## config.mk

```make
export PLATFORM = sky130hd
export DESIGN_NAME = ncht_ram
export DESIGN_NICKNAME = d
export VERILOG_FILES = /design/src/rtl/ncht_ram.sv
export SDC_FILE = /design/constraint.sdc
export NUM_CORES = 1
export LEC_CHECK = 0
export BUFFER_PORTS_ARGS = -buffer_cell sky130_fd_sc_hd__clkbuf_2
export CAP_MARGIN = 25
export CORE_UTILIZATION = 50
export CTS_CLUSTER_SIZE = 28
export DETAILED_ROUTE_END_ITERATION = 12
export PLACE_DENSITY = 0.67
export SLEW_MARGIN = 20
export SYNTH_ARGS = -nofsm -noshare
export SYNTH_HDL_FRONTEND = slang
export SYNTH_SLANG_ARGS = --single-unit
```

## constraint.sdc

```tcl
create_clock -name i_clk -period 2.3 [get_ports i_clk]
set_input_delay 0.23 -clock i_clk [delete_from_list [all_inputs] [get_ports i_clk]]
set_output_delay 0.23 -clock i_clk [all_outputs]
set_load 0.01 [all_outputs]
```

## src/rtl/ncht_ram.sv

```systemverilog
// Generic single-port-write, registered-read RAM.
module ncht_ram #(
    parameter int WIDTH = 8,
    parameter int DEPTH = 16
) (
    input  logic                     i_clk,
    input  logic                     i_we,
    input  logic [$clog2(DEPTH)-1:0] i_waddr,
    input  logic [WIDTH-1:0]         i_wdata,
    input  logic [$clog2(DEPTH)-1:0] i_raddr,
    output logic [WIDTH-1:0]         o_rdata
);

    logic [WIDTH-1:0] r_mem [DEPTH];
    logic [WIDTH-1:0] r_rdata;

    always_ff @(posedge i_clk) begin
        if (i_we) begin
            r_mem[i_waddr] <= i_wdata;
        end
        r_rdata <= r_mem[i_raddr];
    end

    assign o_rdata = r_rdata;

endmodule

```

==> results.md <==
- The run finished with clean final reports.
- The worst setup slack after placement is ~600 ps.
- The post-synthesis register bit count is around 140.
- The post-detailed-route wirelength per cell is 22.8 microns.
- The routed via count divided by cell count is 5.60.
- For this design, the slowest cell found on the critical path is sky130_fd_sc_hd__mux4_2.
- The post-route minimum period is 1350 ps.
- Of the available clock period, the critical path in the final layout requires 58.8%.
- With fillers left out, the area of the finished cells amounts to 6030 sq um.
- Adding up every negative setup slack in the final design gives 0 ps.
- 26 I/O pins were placed.
- The clock latency on the worst-skew pair is 520 ps.
- The required time of the critical path is 2700 ps.
- The maximum ir drop on the vdd rail is 379 uV.
- At the end of the flow, the number of nets in the layout was 302.
- The fmax is 739 MHz.
- The repair_antennas step left the layout with diodes totalling 0.
- The number of pins with negative max-slew slack in the final report is 0.
- The kind of end point of the critical path is a register.
- The actual slew at the worst max-slew pin is 738 ps.
- The area of the core is 9860 sq um.
- In this run the biggest area consumer among cell types represents about 75% of the synthesized area.
- Setup repair after global routing left no endpoint under its margin.
- The congestion estimate from routability-driven global placement came to 0.750.
- Summing the sequential cell areas from Yosys gives ~78% of the chip area.
- The cell at the root of the clock tree is sky130_fd_sc_hd__clkbuf_8.
- The global-route wire length before repair is approximately 15000 microns.
- Cells fill 61.1% of the core in the end.
- Once the clock tree was built, the setup fixing pass inserted 0 buffers.
- The top cell types in the final layout, fill and taps aside, are 128 x sky130_fd_sc_hd__edfxtp_1, 25 x sky130_fd_sc_hd__clkbuf_2, 20 x sky130_fd_sc_hd__buf_4.
- The initialized floorplan defines 36 standard-cell rows.
- The maximum number of pins on one net before global-route repair is 33.
- The final wirelength is 9820 microns.
- The number of buffers inserted during clock tree synthesis is 17.
- The via count of the first global-routing pass came to around 2.6k.
- The instance area after placement is 5520 sq um.
- The die width is 103 microns.
- The signed area change from the synthesized netlist to the final layout is 17.2%.
- The count of endpoints failing setup in the final report is 0.
- Headroom to the max-slew limit came out at 50.6%.
- Synthesis produced a netlist with a net count of between 200 and 250.
- Once routing completed, OpenROAD measured the worst setup slack at 947 ps.
- By area the synthesized netlist is led by sky130_fd_sc_hd__edfxtp_1 75%, sky130_fd_sc_hd__mux4_2 7.9%, sky130_fd_sc_hd__mux4_1 7.1%.
- Data arrives at the worst endpoint at about 1800 ps.
- The detailed-routing iteration count for the pre-antenna-repair pass is 4.
- The number of filler cells placed in the layout is 677.
- Clock-pin slew was measured on the worst setup and hold paths at 60 ps.
- The share of final-layout standard cells stronger than drive strength 1 is 30.0%.
- The initial detailed-routing violation count is 188.
- The critical path start-end classification is reg2reg.
- In the synthesized netlist, the number of instances is 229.
- The total number of H-tree levels is 4.
- Once detailed placement completed, the half-perimeter wirelength came to 6060 microns.
- Along the worst path, the maximum fanout reaches 1.
- The startpoint type of the worst setup path is a register.
- The library cell used most frequently in the layout, excluding fill and tap cells, is sky130_fd_sc_hd__edfxtp_1.
- Summed over all layers, the global routing overflow is 0.
- The longest individual stage delay on the worst path is 480 ps.
- The post-cts resize count is 0.
- The number of buffer and inverter instances along the worst setup path is 0.
- The cell type contributing the most total cell area after synthesis is sky130_fd_sc_hd__edfxtp_1.
- The count of hold buffers inserted by post-cts repair is 0.
- Hold is met by between 100 and 150 ps.
- Summed over all cells, the static leakage comes to approximately 2 nW.
- The count of non-filler cells in the finished layout is 430.
- The final-report hold violation count is 0.
- The mapped netlist covers 5150 sq um.
- The TritonCTS clock tree is built.
- For this run, design rule violations remaining after detail routing come to 0.
- The min-delay analysis places its worst path in the category in2reg.
- The total routing usage reported by global routing is 21.1%.
- The antenna violation net count after detailed routing is 0.
- The power density normalized to cell area is 889 nW/um^2.
- Counting distinct cell types in the post-synthesis netlist gives 19.
- Clock skew on the completed layout was measured at roughly 8.7 ps.
- The initial cell density of the core is 52.2%.
- Traced cell by cell, the critical path runs through mux4_2 -> a22oi_1 -> nand2_1.
- The count of vias placed by the detailed router is 2407.
- The clock tree buffer depth is 2.
- The area enclosed by the die boundary is 10700 sq um.
- The number of antenna violations at the first check in global routing is 0.
- Dividing the synthesized area by the synthesized cell count gives 22.5 sq um.
- The vertical extent of the die is 103 microns.
- The tree built by TritonCTS fans out to about 140 sinks.
- Across the run, the number of max-cap violations was 0.
- The count of input and output buffers is 25.
- The category of cells accounting for the largest share of critical-path delay is multiplexers.
- The total instance count after detailed placement is between 300 and 400.
- The number of synthesis warnings is 0.
- The total power is 5.36 mW.
## cell type report
class                           instances  area (sq um)  share of cell area (%)
Multi-Input combinational cell         83          1060                    17.5
Tap cell                              133           166                    2.76
Clock inverter                         13          87.6                    1.45
Timing Repair Buffer                   46           295                    4.90
Clock buffer                           19           422                    6.99
Sequential cell                       136          4000                    66.4
## cell usage after synthesis
| library cell | instances |
|---|---|
| sky130_fd_sc_hd__edfxtp_1 | 128 |
| sky130_fd_sc_hd__mux4_2 | 18 |
| sky130_fd_sc_hd__a22oi_1 | 16 |
| sky130_fd_sc_hd__mux4_1 | 14 |
| sky130_fd_sc_hd__nor2_1 | 13 |
| sky130_fd_sc_hd__nand2_1 | 9 |
| sky130_fd_sc_hd__dfxtp_1 | 8 |
| sky130_fd_sc_hd__nor3_1 | 4 |
| sky130_fd_sc_hd__buf_2 | 3 |
| sky130_fd_sc_hd__buf_6 | 3 |
| sky130_fd_sc_hd__clkdlybuf4s25_2 | 3 |
| sky130_fd_sc_hd__nand2b_1 | 2 |
| sky130_fd_sc_hd__nand3b_1 | 2 |
| sky130_fd_sc_hd__and2_1 | 1 |
| sky130_fd_sc_hd__and2b_1 | 1 |
| sky130_fd_sc_hd__buf_4 | 1 |
| sky130_fd_sc_hd__nand3_1 | 1 |
| sky130_fd_sc_hd__nor2b_1 | 1 |
| sky130_fd_sc_hd__or3b_2 | 1 |
## worst paths after layout
check	from	cells after the start	endpoint	slack, ps
worst max-delay path	r_mem[10][0]	3	o_rdata[0]	950
worst min-delay path	i_wdata[2]	1	r_mem[12][2]	110
worst max register to register	r_mem[10][0]	3	o_rdata[0]	950
worst min register to register	r_mem[8][2]	3	o_rdata[2]	680
## per-layer routing
metal / vias to the layer above / track usage, % / wire [microns]
met5: - / 0 / 0
met4: 0 / 11.4 / 144
met3: 10 / 5.31 / 542
met2: 73 / 33.0 / 5010
met1: 1238 / 27.7 / 4120
li1: 1086 / - / -
## sequential cells by signal, indices dropped and copies added, names as in the netlist
signal,cells
r_mem,128
o_rdata,8
## where the power goes
| group | internal [mW] | switching (mW) |
|---|---|---|
| logic | 0.111 | 0.146 |
| clock network | 1.40 | 0.918 |
| registers | 2.77 | 0.0200 |
## cell families after synthesis
family | count (synthesis) | share of synthesized area (%)
and+or+nand+nor | 35 | 3.18
AOI/OAI and AO/OA | 16 | 2.33
DFF | 136 | 77.8
muxes | 32 | 15.0
buffers and inverters | 10 | 1.68
No activity file was read; power rests on OpenSTA's default activity.
